**config.mk**
```make
export PLATFORM = sky130hd
export DESIGN_NAME = reduced_precision_float_multiplier_top
export DESIGN_NICKNAME = d
export VERILOG_FILES = /design/src/rpfm_pkg.sv /design/src/rpfm_narrow.sv /design/src/reduced_precision_float_multiplier_top.sv
export SDC_FILE = /design/constraint.sdc
export NUM_CORES = 1
export LEC_CHECK = 0
export BUFFER_PORTS_ARGS = -buffer_cell sky130_fd_sc_hd__buf_4
export CORE_MARGIN = 1.5
export CORE_UTILIZATION = 65
export CTS_CLUSTER_SIZE = 25
export DETAILED_ROUTE_END_ITERATION = 7
export PLACE_DENSITY = 0.91
export SYNTH_ARGS = -nofsm -noshare
export SYNTH_HDL_FRONTEND = slang
export SYNTH_SLANG_ARGS = --single-unit
```
**constraint.sdc**
```tcl
create_clock -name clk -period 13.65 [get_ports clk]
set_input_delay 2.0475 -clock clk [delete_from_list [all_inputs] [get_ports clk]]
set_output_delay 2.0475 -clock clk [all_outputs]
set_load 0.02 [all_outputs]
```
**src/rpfm_pkg.sv**
```systemverilog
// ----------------------------------------------------------------------------
// Reduced-precision float multiplier package
// Widths, register codes and shared types of the minifloat multiplier.
// ----------------------------------------------------------------------------
package rpfm_pkg;

	localparam int MAX_MANT_BITS = 15;
	localparam int MAX_EXP_BITS  = 8;
	localparam int FP32_BIAS     = 127;

	localparam int WORD_W    = 32;
	localparam int FP_EXP_W  = 8;
	localparam int FP_MANT_W = 23;
	localparam int SH_W      = $clog2(FP_MANT_W + 1);

	localparam int CFG_W     = 4;
	localparam int CFG_IDX_W = 1;

	localparam int MANT_W = MAX_MANT_BITS;
	localparam int SIG_W  = MANT_W + 1;
	localparam int PROD_W = 2 * SIG_W;
	localparam int NORM_W = PROD_W + 3;
	localparam int POS_W  = $clog2(NORM_W);
	localparam int IDX_W  = $clog2(PROD_W);

	localparam int EXP_W  = MAX_EXP_BITS;
	localparam int NEXP_W = FP_EXP_W + 2;
	localparam int ESUM_W = EXP_W + 3;

	localparam logic [CFG_W-1:0] EXP_BITS_RST  = CFG_W'(8);
	localparam logic [CFG_W-1:0] MANT_BITS_RST = CFG_W'(7);
	localparam logic [CFG_W-1:0] MIN_WIDTH     = CFG_W'(2);

	typedef enum logic [CFG_IDX_W-1:0] {
		REG_EXP_BITS  = 1'b0,
		REG_MANT_BITS = 1'b1
	} reg_idx_t;

	typedef struct packed {
		logic [CFG_W-1:0]  e_w;
		logic [CFG_W-1:0]  m_w;
		logic [EXP_W-1:0]  bias;
		logic [EXP_W-1:0]  emax;
		logic [MANT_W-1:0] mmask;
	} fmt_t;

	typedef struct packed {
		logic              sign;
		logic [EXP_W-1:0]  exp;
		logic [MANT_W-1:0] mant;
		logic              err;
	} narrow_t;

	function automatic fmt_t make_fmt(logic [CFG_W-1:0] exp_bits, logic [CFG_W-1:0] mant_bits);
		fmt_t            f;
		logic [EXP_W:0]  pw_e;
		logic [MANT_W:0] pw_m;
		if (exp_bits < MIN_WIDTH) begin
			f.e_w = MIN_WIDTH;
		end else if (exp_bits > CFG_W'(MAX_EXP_BITS)) begin
			f.e_w = CFG_W'(MAX_EXP_BITS);
		end else begin
			f.e_w = exp_bits;
		end
		if (mant_bits < MIN_WIDTH) begin
			f.m_w = MIN_WIDTH;
		end else if (mant_bits > CFG_W'(MAX_MANT_BITS)) begin
			f.m_w = CFG_W'(MAX_MANT_BITS);
		end else begin
			f.m_w = mant_bits;
		end
		pw_e    = (EXP_W + 1)'(1) << f.e_w;
		pw_m    = (MANT_W + 1)'(1) << f.m_w;
		f.emax  = EXP_W'(pw_e - 1'b1);
		f.bias  = EXP_W'((pw_e >> 1) - 1'b1);
		f.mmask = MANT_W'(pw_m - 1'b1);
		return f;
	endfunction

endpackage

```
**src/rpfm_narrow.sv**
```systemverilog
// ----------------------------------------------------------------------------
// Operand narrowing
// Turns an IEEE single pattern into the reduced format: rebiased and
// clamped exponent, truncated mantissa and a range flag.
// ----------------------------------------------------------------------------
module rpfm_narrow (
	input  logic [rpfm_pkg::WORD_W-1:0] operand,
	input  rpfm_pkg::fmt_t              fmt,
	output rpfm_pkg::narrow_t           res
);

	logic signed [rpfm_pkg::NEXP_W-1:0]  e_reb;
	logic signed [rpfm_pkg::NEXP_W-1:0]  emax_s;
	logic [rpfm_pkg::SH_W-1:0]           sh;
	logic [rpfm_pkg::FP_MANT_W-1:0]      mant_sh;

	assign emax_s  = $signed({2'b00, fmt.emax});
	assign e_reb   = $signed({2'b00, operand[30:23]})
	               - $signed(rpfm_pkg::NEXP_W'(rpfm_pkg::FP32_BIAS))
	               + $signed({2'b00, fmt.bias});
	assign sh      = rpfm_pkg::SH_W'(rpfm_pkg::FP_MANT_W) - rpfm_pkg::SH_W'(fmt.m_w);
	assign mant_sh = operand[rpfm_pkg::FP_MANT_W-1:0] >> sh;

	always_comb begin
		res.sign = operand[rpfm_pkg::WORD_W-1];
		res.mant = mant_sh[rpfm_pkg::MANT_W-1:0] & fmt.mmask;
		if (e_reb > emax_s) begin
			res.exp = fmt.emax;
			res.err = 1'b1;
		end else if (e_reb[rpfm_pkg::NEXP_W-1]) begin
			res.exp = '0;
			res.err = 1'b1;
		end else begin
			res.exp = e_reb[rpfm_pkg::EXP_W-1:0];
			res.err = 1'b0;
		end
	end

endmodule

```
**src/reduced_precision_float_multiplier_top.sv**
```systemverilog
// ----------------------------------------------------------------------------
// Reduced-precision float multiplier
// Multiplies two IEEE single patterns in a configurable minifloat format.
// ----------------------------------------------------------------------------
// The block accepts one request per clock cycle unless stalled and returns
// its result through a five-stage pipeline: operand narrowing, significand
// multiply, normalization, rounding, and exponent clamp with repacking. A
// stall on the output holds the last stage and backs up only as far as the
// pipeline is full, so bubbles are squeezed out and the input keeps taking
// requests until every stage holds one. Register 0 sets the exponent width
// (2 to 8) and register 1 the stored mantissa width (2 to 15); values outside
// those ranges are saturated. Write them only while no request is in flight.
module reduced_precision_float_multiplier_top (
	input  logic                                clk,
	input  logic                                arst_n,
	input  logic                                wr_en,
	input  logic [rpfm_pkg::CFG_IDX_W-1:0]      wr_index,
	input  logic [rpfm_pkg::CFG_W-1:0]          wr_data,
	input  logic                                in_valid,
	output logic                                in_stall,
	input  logic [rpfm_pkg::WORD_W-1:0]         operand_a,
	input  logic [rpfm_pkg::WORD_W-1:0]         operand_b,
	output logic                                out_valid,
	input  logic                                out_stall,
	output logic [rpfm_pkg::WORD_W-1:0]         product,
	output logic                                range_error
);

	logic [rpfm_pkg::CFG_W-1:0] exp_bits_q;
	logic [rpfm_pkg::CFG_W-1:0] mant_bits_q;
	rpfm_pkg::fmt_t             fmt;

	logic adv_s1, adv_s2, adv_s3, adv_s4, adv_s5;
	logic valid_s1, valid_s2, valid_s3, valid_s4, valid_s5;

	rpfm_pkg::narrow_t nar_a, nar_b;
	rpfm_pkg::narrow_t na_s1, nb_s1;

	logic [rpfm_pkg::SIG_W-1:0]          hidden, sig_a, sig_b;
	logic [rpfm_pkg::PROD_W-1:0]         prod_c;
	logic signed [rpfm_pkg::ESUM_W-1:0]  esum_c;
	logic [rpfm_pkg::PROD_W-1:0]         prod_s2;
	logic signed [rpfm_pkg::ESUM_W-1:0]  esum_s2;
	logic                                err_s2, sign_s2;

	logic [rpfm_pkg::IDX_W-1:0]          top_pos;
	logic [rpfm_pkg::PROD_W-1:0]         prod_shr;
	logic [1:0]                          norm_sh;
	logic                                carry_n;
	logic [rpfm_pkg::NORM_W-1:0]         shifted, x_c;
	logic [rpfm_pkg::POS_W-1:0]          clr_pos;
	logic [rpfm_pkg::NORM_W-1:0]         x_s3;
	logic [rpfm_pkg::POS_W-1:0]          cpos_s3;
	logic                                carry_s3;
	logic signed [rpfm_pkg::ESUM_W-1:0]  esum_s3;
	logic                                err_s3, sign_s3;

	logic [rpfm_pkg::POS_W-1:0]          rnd_pos;
	logic [rpfm_pkg::NORM_W-1:0]         x_shr, r_c, r_shr, r_out;
	logic                                rnd_bit, hi;
	logic [rpfm_pkg::MANT_W-1:0]         mres_c;
	logic [rpfm_pkg::MANT_W-1:0]         mres_s4;
	logic [1:0]                          carry_s4;
	logic signed [rpfm_pkg::ESUM_W-1:0]  esum_s4;
	logic                                err_s4, sign_s4;

	logic signed [rpfm_pkg::ESUM_W-1:0]  ex_c;
	logic [rpfm_pkg::EXP_W-1:0]          ex_cl;
	logic                                err_f;
	logic [rpfm_pkg::FP_EXP_W-1:0]       expf;
	logic [rpfm_pkg::SH_W-1:0]           msh;
	logic [rpfm_pkg::FP_MANT_W-1:0]      mfield;
	logic [rpfm_pkg::WORD_W-1:0]         product_c;
	logic [rpfm_pkg::WORD_W-1:0]         product_s5;
	logic                                range_error_s5;

	// Configuration registers.
	always_ff @(posedge clk or negedge arst_n) begin
		if (!arst_n) begin
			exp_bits_q  <= rpfm_pkg::EXP_BITS_RST;
			mant_bits_q <= rpfm_pkg::MANT_BITS_RST;
		end else if (wr_en) begin
			unique case (rpfm_pkg::reg_idx_t'(wr_index))
				rpfm_pkg::REG_EXP_BITS: begin
					exp_bits_q <= wr_data;
				end
				rpfm_pkg::REG_MANT_BITS: begin
					mant_bits_q <= wr_data;
				end
			endcase
		end
	end

	assign fmt = rpfm_pkg::make_fmt(exp_bits_q, mant_bits_q);

	// A stage advances when it is empty or the stage after it advances.
	assign adv_s5   = !valid_s5 || !out_stall;
	assign adv_s4   = !valid_s4 || adv_s5;
	assign adv_s3   = !valid_s3 || adv_s4;
	assign adv_s2   = !valid_s2 || adv_s3;
	assign adv_s1   = !valid_s1 || adv_s2;
	assign in_stall = !adv_s1;

	always_ff @(posedge clk or negedge arst_n) begin
		if (!arst_n) begin
			valid_s1 <= 1'b0;
			valid_s2 <= 1'b0;
			valid_s3 <= 1'b0;
			valid_s4 <= 1'b0;
			valid_s5 <= 1'b0;
		end else begin
			if (adv_s1) begin
				valid_s1 <= in_valid;
			end
			if (adv_s2) begin
				valid_s2 <= valid_s1;
			end
			if (adv_s3) begin
				valid_s3 <= valid_s2;
			end
			if (adv_s4) begin
				valid_s4 <= valid_s3;
			end
			if (adv_s5) begin
				valid_s5 <= valid_s4;
			end
		end
	end

	// Stage 1: narrowing.
	rpfm_narrow u_narrow_a (
		.operand (operand_a),
		.fmt     (fmt),
		.res     (nar_a)
	);

	rpfm_narrow u_narrow_b (
		.operand (operand_b),
		.fmt     (fmt),
		.res     (nar_b)
	);

	always_ff @(posedge clk) begin
		if (adv_s1) begin
			na_s1 <= nar_a;
			nb_s1 <= nar_b;
		end
	end

	// Stage 2: significand multiply and exponent sum.
	assign hidden = rpfm_pkg::SIG_W'(1) << fmt.m_w;
	assign sig_a  = {1'b0, na_s1.mant} | hidden;
	assign sig_b  = {1'b0, nb_s1.mant} | hidden;
	assign prod_c = rpfm_pkg::PROD_W'(sig_a) * rpfm_pkg::PROD_W'(sig_b);
	assign esum_c = $signed({3'b000, na_s1.exp}) + $signed({3'b000, nb_s1.exp})
	              - $signed({3'b000, fmt.bias});

	always_ff @(posedge clk) begin
		if (adv_s2) begin
			prod_s2 <= prod_c;
			esum_s2 <= esum_c;
			err_s2  <= na_s1.err | nb_s1.err;
			sign_s2 <= na_s1.sign ^ nb_s1.sign;
		end
	end

	// Stage 3: normalization. With a narrowing error and the top bit set the
	// product stays unshifted and gets no normalization carry.
	assign top_pos  = rpfm_pkg::IDX_W'({fmt.m_w, 1'b1});
	assign prod_shr = prod_s2 >> top_pos;

	always_comb begin
		if (!prod_shr[0]) begin
			norm_sh = 2'd2;
			carry_n = 1'b0;
		end else if (!err_s2) begin
			norm_sh = 2'd1;
			carry_n = 1'b1;
		end else begin
			norm_sh = 2'd0;
			carry_n = 1'b0;
		end
		shifted = rpfm_pkg::NORM_W'(prod_s2) << norm_sh;
		clr_pos = rpfm_pkg::POS_W'(top_pos) + rpfm_pkg::POS_W'(norm_sh);
		x_c     = shifted & ~(rpfm_pkg::NORM_W'(1) << clr_pos);
	end

	always_ff @(posedge clk) begin
		if (adv_s3) begin
			x_s3     <= x_c;
			cpos_s3  <= clr_pos;
			carry_s3 <= carry_n;
			esum_s3  <= esum_s2;
			err_s3   <= err_s2;
			sign_s3  <= sign_s2;
		end
	end

	// Stage 4: round half-up on the guard bit, then renormalize on carry-out.
	assign rnd_pos = rpfm_pkg::POS_W'(fmt.m_w) + rpfm_pkg::POS_W'(1);
	assign x_shr   = x_s3 >> rnd_pos;
	assign rnd_bit = x_shr[0];
	assign r_c     = x_s3 + (rpfm_pkg::NORM_W'(rnd_bit) << rnd_pos);
	assign r_shr   = r_c >> cpos_s3;
	assign hi      = r_shr[0];
	assign r_out   = hi ? (r_c >> rnd_pos) : (r_c >> (rnd_pos + rpfm_pkg::POS_W'(1)));
	assign mres_c  = r_out[rpfm_pkg::MANT_W-1:0] & fmt.mmask;

	always_ff @(posedge clk) begin
		if (adv_s4) begin
			mres_s4  <= mres_c;
			carry_s4 <= {1'b0, carry_s3} + {1'b0, hi};
			esum_s4  <= esum_s3;
			err_s4   <= err_s3;
			sign_s4  <= sign_s3;
		end
	end

	// Stage 5: exponent clamp and widening back to single precision.
	assign ex_c = esum_s4 + $signed({{(rpfm_pkg::ESUM_W-2){1'b0}}, carry_s4});

	always_comb begin
		if (ex_c > $signed({3'b000, fmt.emax})) begin
			ex_cl = fmt.emax;
			err_f = 1'b1;
		end else if (ex_c[rpfm_pkg::ESUM_W-1]) begin
			ex_cl = '0;
			err_f = 1'b1;
		end else begin
			ex_cl = ex_c[rpfm_pkg::EXP_W-1:0];
			err_f = err_s4;
		end
		expf   = rpfm_pkg::FP_EXP_W'(ex_cl) - rpfm_pkg::FP_EXP_W'(fmt.bias)
		       + rpfm_pkg::FP_EXP_W'(rpfm_pkg::FP32_BIAS);
		msh    = rpfm_pkg::SH_W'(rpfm_pkg::FP_MANT_W) - rpfm_pkg::SH_W'(fmt.m_w);
		mfield = rpfm_pkg::FP_MANT_W'(mres_s4) << msh;
		if (err_f) begin
			product_c = {1'b0, expf, {rpfm_pkg::FP_MANT_W{1'b0}}};
		end else begin
			product_c = {sign_s4, expf, mfield};
		end
	end

	always_ff @(posedge clk) begin
		if (adv_s5) begin
			product_s5     <= product_c;
			range_error_s5 <= err_f;
		end
	end

	assign out_valid   = valid_s5;
	assign product     = product_s5;
	assign range_error = range_error_s5;

endmodule

```
* Word level (Yosys, flattened, before mapping)
Cells that the tools add are included.
Storage, ports and cells: bits in registers 226
Cells by class: $add $sub $neg 18, $mul 1, $lt $le $gt $ge 7, shift operators 13, mux-type cells 18, bitwise operators 10, reduce and logical (&&, ||, !) cells 14
Operators with widths (count):
- two-way mux 8 bit | 6
- >> shifter 23 x 5 -> 15 bit | 2
- AND 15 bit | 3
- adder 35 bit | 1
- AND 35 bit | 1
- inverter 35 bit | 1
- left shift 1 x 5 -> 35 bit | 1
- left shift 1 x 6 -> 35 bit, first input constant | 1
- left shift 32 x 2 -> 35 bit | 1
- >> shifter 35 x 5 -> 1 bit | 1
- >> shifter 35 x 5 -> 15 bit | 1
- >> shifter 35 x 6 -> 1 bit | 1
- >> shifter 35 x 6 -> 15 bit | 1
- multiplier 16 x 16 -> 32 bit | 1
- OR 15 x 16 -> 16 bit | 2
- >> shifter 32 x 5 -> 1 bit | 1
- left shift 15 x 5 -> 23 bit | 1
- adder 10 x 9 -> 10 bit | 2
- greater-than comparator 10 x 9 -> 1 bit | 2
- subtractor 8 x 7 -> 9 bit, second input constant | 2
- two-way mux 4 bit | 4
- left shift 1 x 4 -> 16 bit, first input constant | 1
- subtractor 8 x 1 -> 8 bit, second input constant | 2
- two-way mux 15 bit | 1
- 23 further kinds | 41

* Logic depth before layout (Yosys ltp)
depth after elaboration 10, mapped depth 39, depth with buffers taken out 31

* Modules after synthesis
Synthesis repeated with hierarchy kept, for this count alone.
Second synthesis, totals: cell total of the unflattened synthesis 2902, area total of the unflattened synthesis 26277.7 sq um
By module, submodules not included:
- reduced_precision_float_multiplier_top | times used 1, cells each 2508, area an instance 23292.3 sq um, seq. area each 6636.4 sq um
- rpfm_narrow (u_narrow_b) | times used 1, cells each 196, area an instance 1535.2 sq um, seq. area each 0.0 sq um
- rpfm_narrow (u_narrow_a) | times used 1, cells each 198, area an instance 1450.1 sq um, seq. area each 0.0 sq um

* Worst setup path before layout
Ideal clock, no wire load.
path kind register to register, start reg mant_bits_q[2] (netlist name), end reg prod_s2[30] (netlist name) (data pin), arrival time 9.613 ns, data required time 13.388 ns, slack 3.775 ns, cell stages (with the launch flop) 37, buffers on the path 9, period minus slack after synthesis 9.875 ns, cell sequence dfstp_2 -> clkbuf_1 -> or2_2 -> clkbuf_1 -> o21ai_1 -> inv_1 -> clkbuf_1 -> clkbuf_1 -> clkbuf_1 -> clkbuf_1 -> ha_1 -> clkbuf_1 -> clkbuf_1 -> a21o_1 -> clkbuf_1 -> nand2_1 -> fa_1 -> fa_1 -> fa_1 -> inv_1 -> fa_1 -> fa_1 -> inv_1 -> fa_1 -> inv_1 -> ha_1 -> and3_1 -> a21oi_1 -> a31oi_1 -> a41oi_1 -> a2111oi_0 -> or3_1 -> nor3_1 -> o21ai_0 -> nor2_1 -> o21bai_1 -> xor2_1
Between the ends: longest elaborated chain between the ends 6, elaborated cells on any way between the ends 8, those cells by class mul: 1; order compare: 2; shift: 1; mux: 2; bitwise: 2
RTL lines:
- from (decl) | RTL line reduced_precision_float_multiplier_top.sv:30 | logic [rpfm_pkg::CFG_W-1:0] mant_bits_q;
- from (signal assigned) | RTL line reduced_precision_float_multiplier_top.sv:81 | mant_bits_q <= rpfm_pkg::MANT_BITS_RST;
- from (signal assigned) | RTL line reduced_precision_float_multiplier_top.sv:88 | mant_bits_q <= wr_data;
- greater-than comparator 4 bit | RTL line rpfm_pkg.sv:67 | end else if (mant_bits > CFG_W'(MAX_MANT_BITS)) begin
- two-way mux 4 bit | RTL line rpfm_pkg.sv:67
- two-way mux 4 bit * | RTL line rpfm_pkg.sv:65 | if (mant_bits < MIN_WIDTH) begin
- left shift 1 x 4 -> 16 bit * | RTL line reduced_precision_float_multiplier_top.sv:151 | assign hidden = rpfm_pkg::SIG_W'(1) << fmt.m_w;
- OR 15 x 16 -> 16 bit (on tied branches) | RTL line reduced_precision_float_multiplier_top.sv:152, reduced_precision_float_multiplier_top.sv:153
- multiplier 16 x 16 -> 32 bit * | RTL line reduced_precision_float_multiplier_top.sv:154 | assign prod_c = rpfm_pkg::PROD_W'(sig_a) * rpfm_pkg::PROD_W'(sig_b);
- via prod_c (one bit) | RTL line reduced_precision_float_multiplier_top.sv:40 | logic [rpfm_pkg::PROD_W-1:0] prod_c;
- to (signal assigned) | RTL line reduced_precision_float_multiplier_top.sv:160 | prod_s2 <= prod_c;
- to (decl) | RTL line reduced_precision_float_multiplier_top.sv:42 | logic [rpfm_pkg::PROD_W-1:0] prod_s2;
Mark *: on every way through the listed nets, which the timed path passes. The rest lies on a longest branch. A chain may end at the register's enable or synchronous reset.

* Final worst setup path
start reg mant_bits_q[1] (netlist name), end reg prod_s2[30] (netlist name) (data pin)
The elaborated chain is that of the path after synthesis.

==> summary.txt <==
Status
  • Status: completed

Global route
  • Number of global-route vias before repair: 22900
  • First-pass GRT wire length: ~120 mm
  • GR Util All Layers: 0.383
  • Largest net degree at the start of global routing: 76
  • Initial antenna violation count: 0
  • GRT overflow: 0

Clock network
  • Post-cts sizing count: 0
  • Postcts setup bufs: 0
  • CTS tree: done
  • Reg clk slew, reported paths: 0.07 ns
  • H-tree levels: 1
  • TritonCTS buffer count: 26
  • Root buffer cell: clkbuf_16
  • CTS sink cnt: ~220
  • CTS Hold Bufs: 0
  • CTS Buffer Depth: 3
  • Worst skew pair latency: between 0.5 and 0.6 ns

Logic synthesis
  • Cell Area, Synth: approximately 26000 um2
  • Leading area contributor after synthesis: edfxtp_1
  • Number of distinct library cells after synthesis: 85
  • Top cells by area, synth: edfxtp_1 (24%), fa_1 (16%), ha_1 (10%)
  • Main flop type after synthesis: edfxtp_1
  • Synth warnings: 0
  • Post-synth top area share: 0.242
  • EDFF count, synth: 210
  • FF+latch count, synth: about 220
  • Post-synthesis sequential area ratio: 0.255
  • Post-Syn Instances: around 2900
  • Async S/R FF share, synth: 0.0583
  • Syn_area_per_cell: 9.00 um2

Timing
  • RSZ-0062 raised after global routing: no
  • Final Cycle Share: 0.750
  • Tightest Pin Transition: 1.23 ns
  • Slew Limit Headroom: 0.172
  • Final min period: roughly 10 ns
  • Final Slew Violations: 0
  • Final Hold Viols: 0
  • Final setup viols: 0
  • Setup_tns: 0 ns
  • Worst Skew: between 0.02 and 0.03 ns
  • Worst setup margin: 3.42 ns
  • Fmax: ~98 MHz

Critical path
  • CP required: approximately 14 ns
  • Setup crit end kind: flop
  • Crit Path Max Fanout: 75
  • Crit-path slowest cell: ha_1
  • Startpoint Class: flop
  • Buffer and inverter count on the worst path: 6
  • Crit-path leading delay family: adder cells
  • CP max stage delay: approximately 0.84 ns
  • WS Path Type: flop to flop
  • Crit path top cell by count: fa_1
  • Arr. time, crit path: 10.53 ns

Die
  • Initial Util: 0.656
  • Core ar.: 39600 um2
  • Die Area: just over 40000 um2
  • I/O pin total: about 110
  • Die Y: 203 um
  • Site Rows: 73
  • Die Wd: 203 um

Cells and area
  • Share of cells above drive strength 1: 0.0823
  • Antenna diodes: 0
  • Fillers: between 2000 and 3000
  • Area grow syn2layout: 8.11%
  • Fin nets: around 3400

Routing
  • DRT iter0 DRCs: 2258
  • DR WL/cell: between 20 and 25 um
  • DR DRC count: 0
  • Post-route ant nets: 0
  • Drt total wl: between 70 and 80 mm
  • Drt first pass iters: 7
  • Post-DR vias/cell: about 6.5
  • Via count: 22700

Pwr
  • Leakage Power: 13.0 nW
  • Power Dens Cells: about 250 nW/um2
  • VDD IR-drop max: 0.000319 V

Hold path
  • Worst hold path type: flop to flop

Placed design
  • Post-DP HPWL: a little over 60 mm
  • RD Place Congestion: 1.04
  • Port bufs: 92
  • Pre-CTS WS: roughly 3.6 ns

Run
  • Max-cap check violation count: 0
-- stage by stage --
| step | utilization | hold slack (ns) | cell area [um2] | cells | power, mW |
|---|---|---|---|---|---|
| after floorplan | - | 0.400 | 26100 | 2923 | 4.92 |
| after global placement | 0.687 | 0.400 | 27200 | 3440 | 5.99 |
| after detailed placement | 0.687 | 0.405 | 27200 | 3440 | 6.21 |
| after CTS | 0.710 | 0.410 | 28100 | 3488 | 6.99 |
| after global routing | 0.710 | 0.417 | 28100 | 3488 | 7.63 |
| final | 0.710 | 0.410 | 28100 | 3488 | 7.10 |
-- per-layer routing --
metal / global-route usage / share of wire / vias up
met5: 0 / 0 / -
met4: 0.201 / 0.056 / 0
met3: 0.0775 / 0.11 / 351
met2: 0.635 / 0.48 / 1375
met1: 0.474 / 0.36 / 10900
li1: - / - / 10100
-- kinds of logic after synthesis --
| kind of cell | count (synthesis) | share of synthesized area |
|---|---|---|
| flip-flops | 223 | 0.255 |
| AO/OA/AOI/OAI | 576 | 0.144 |
| XOR/XNOR | 102 | 0.0343 |
| multiplexers | 185 | 0.0764 |
| AND/OR/NAND/NOR | 926 | 0.161 |
| buffers and inverters | 454 | 0.0663 |
| adder cells (fa/ha/maj) | 422 | 0.263 |
| other | 2 | 0.000289 |
-- placed cells by master, fill, tap and decap left out, types with 27 or more instances in the layout --
master	instances
edfxtp_1	210
a21o_1	52
nor2_1	318
nand2_1	302
ha_1	215
nor2b_1	32
and3_1	27
fa_1	207
nor3_1	52
xor2_1	35
buf_4	122
and2_1	43
inv_1	318
a21oi_1	215
o21ai_0	74
conb_1	35
mux2i_1	150
nand3_1	41
xnor2_1	67
-- cell usage after synthesis, drive strengths merged, types with 52 or more instances --
| cell | count |
|---|---|
| ha | 215 |
| a21o | 52 |
| o21ai | 80 |
| fa | 207 |
| xnor2 | 67 |
| nor2 | 318 |
| clkbuf | 105 |
| mux2i | 151 |
| nor3 | 53 |
| a21oi | 215 |
| inv | 321 |
| edfxtp | 210 |
| nand2 | 304 |
-- final cells by class --
class	count	area [um2]	area share
multi-input combinational	2246	17800	0.633
sequential	223	6640	0.236
inverter	324	1220	0.0432
timing repair buffer	122	916	0.0326
clock buffer	28	658	0.0234
tap	525	657	0.0233
clock inverter	20	238	0.00845
-- power breakdown --
group	switching [mW]	total, mW	internal (mW)
Sequential	0.202	1.38	1.18
Combinational	3.04	4.98	1.94
Clock	0.307	0.737	0.430
Total	3.55	7.10	3.56
-- worst paths after layout --
| kind | startpoint | endpoint | slack, ns | cells after the start |
|---|---|---|---|---|
| max | mant_bits_q[1] | prod_s2[30] | 3.42 | 29 |
| min | esum_s3[9] | esum_s4[9] | 0.41 | 0 |
| max reg2reg | mant_bits_q[1] | prod_s2[30] | 3.42 | 29 |
| min reg2reg | esum_s3[9] | esum_s4[9] | 0.41 | 0 |
| max in group asynchronous | arst_n | mant_bits_q[0] | 12.11 | 1 |
| min in group asynchronous | arst_n | exp_bits_q[2] | 1.30 | 1 |
-- sequential cells by signal, summed over array words and instances (netlist names), 15 cells and up --
register	flops
nb_s1	25
product	32
na_s1	25
x_s3	35
prod_s2	32
mres_s4	15
No activity file was read; power rests on OpenSTA's default activity.
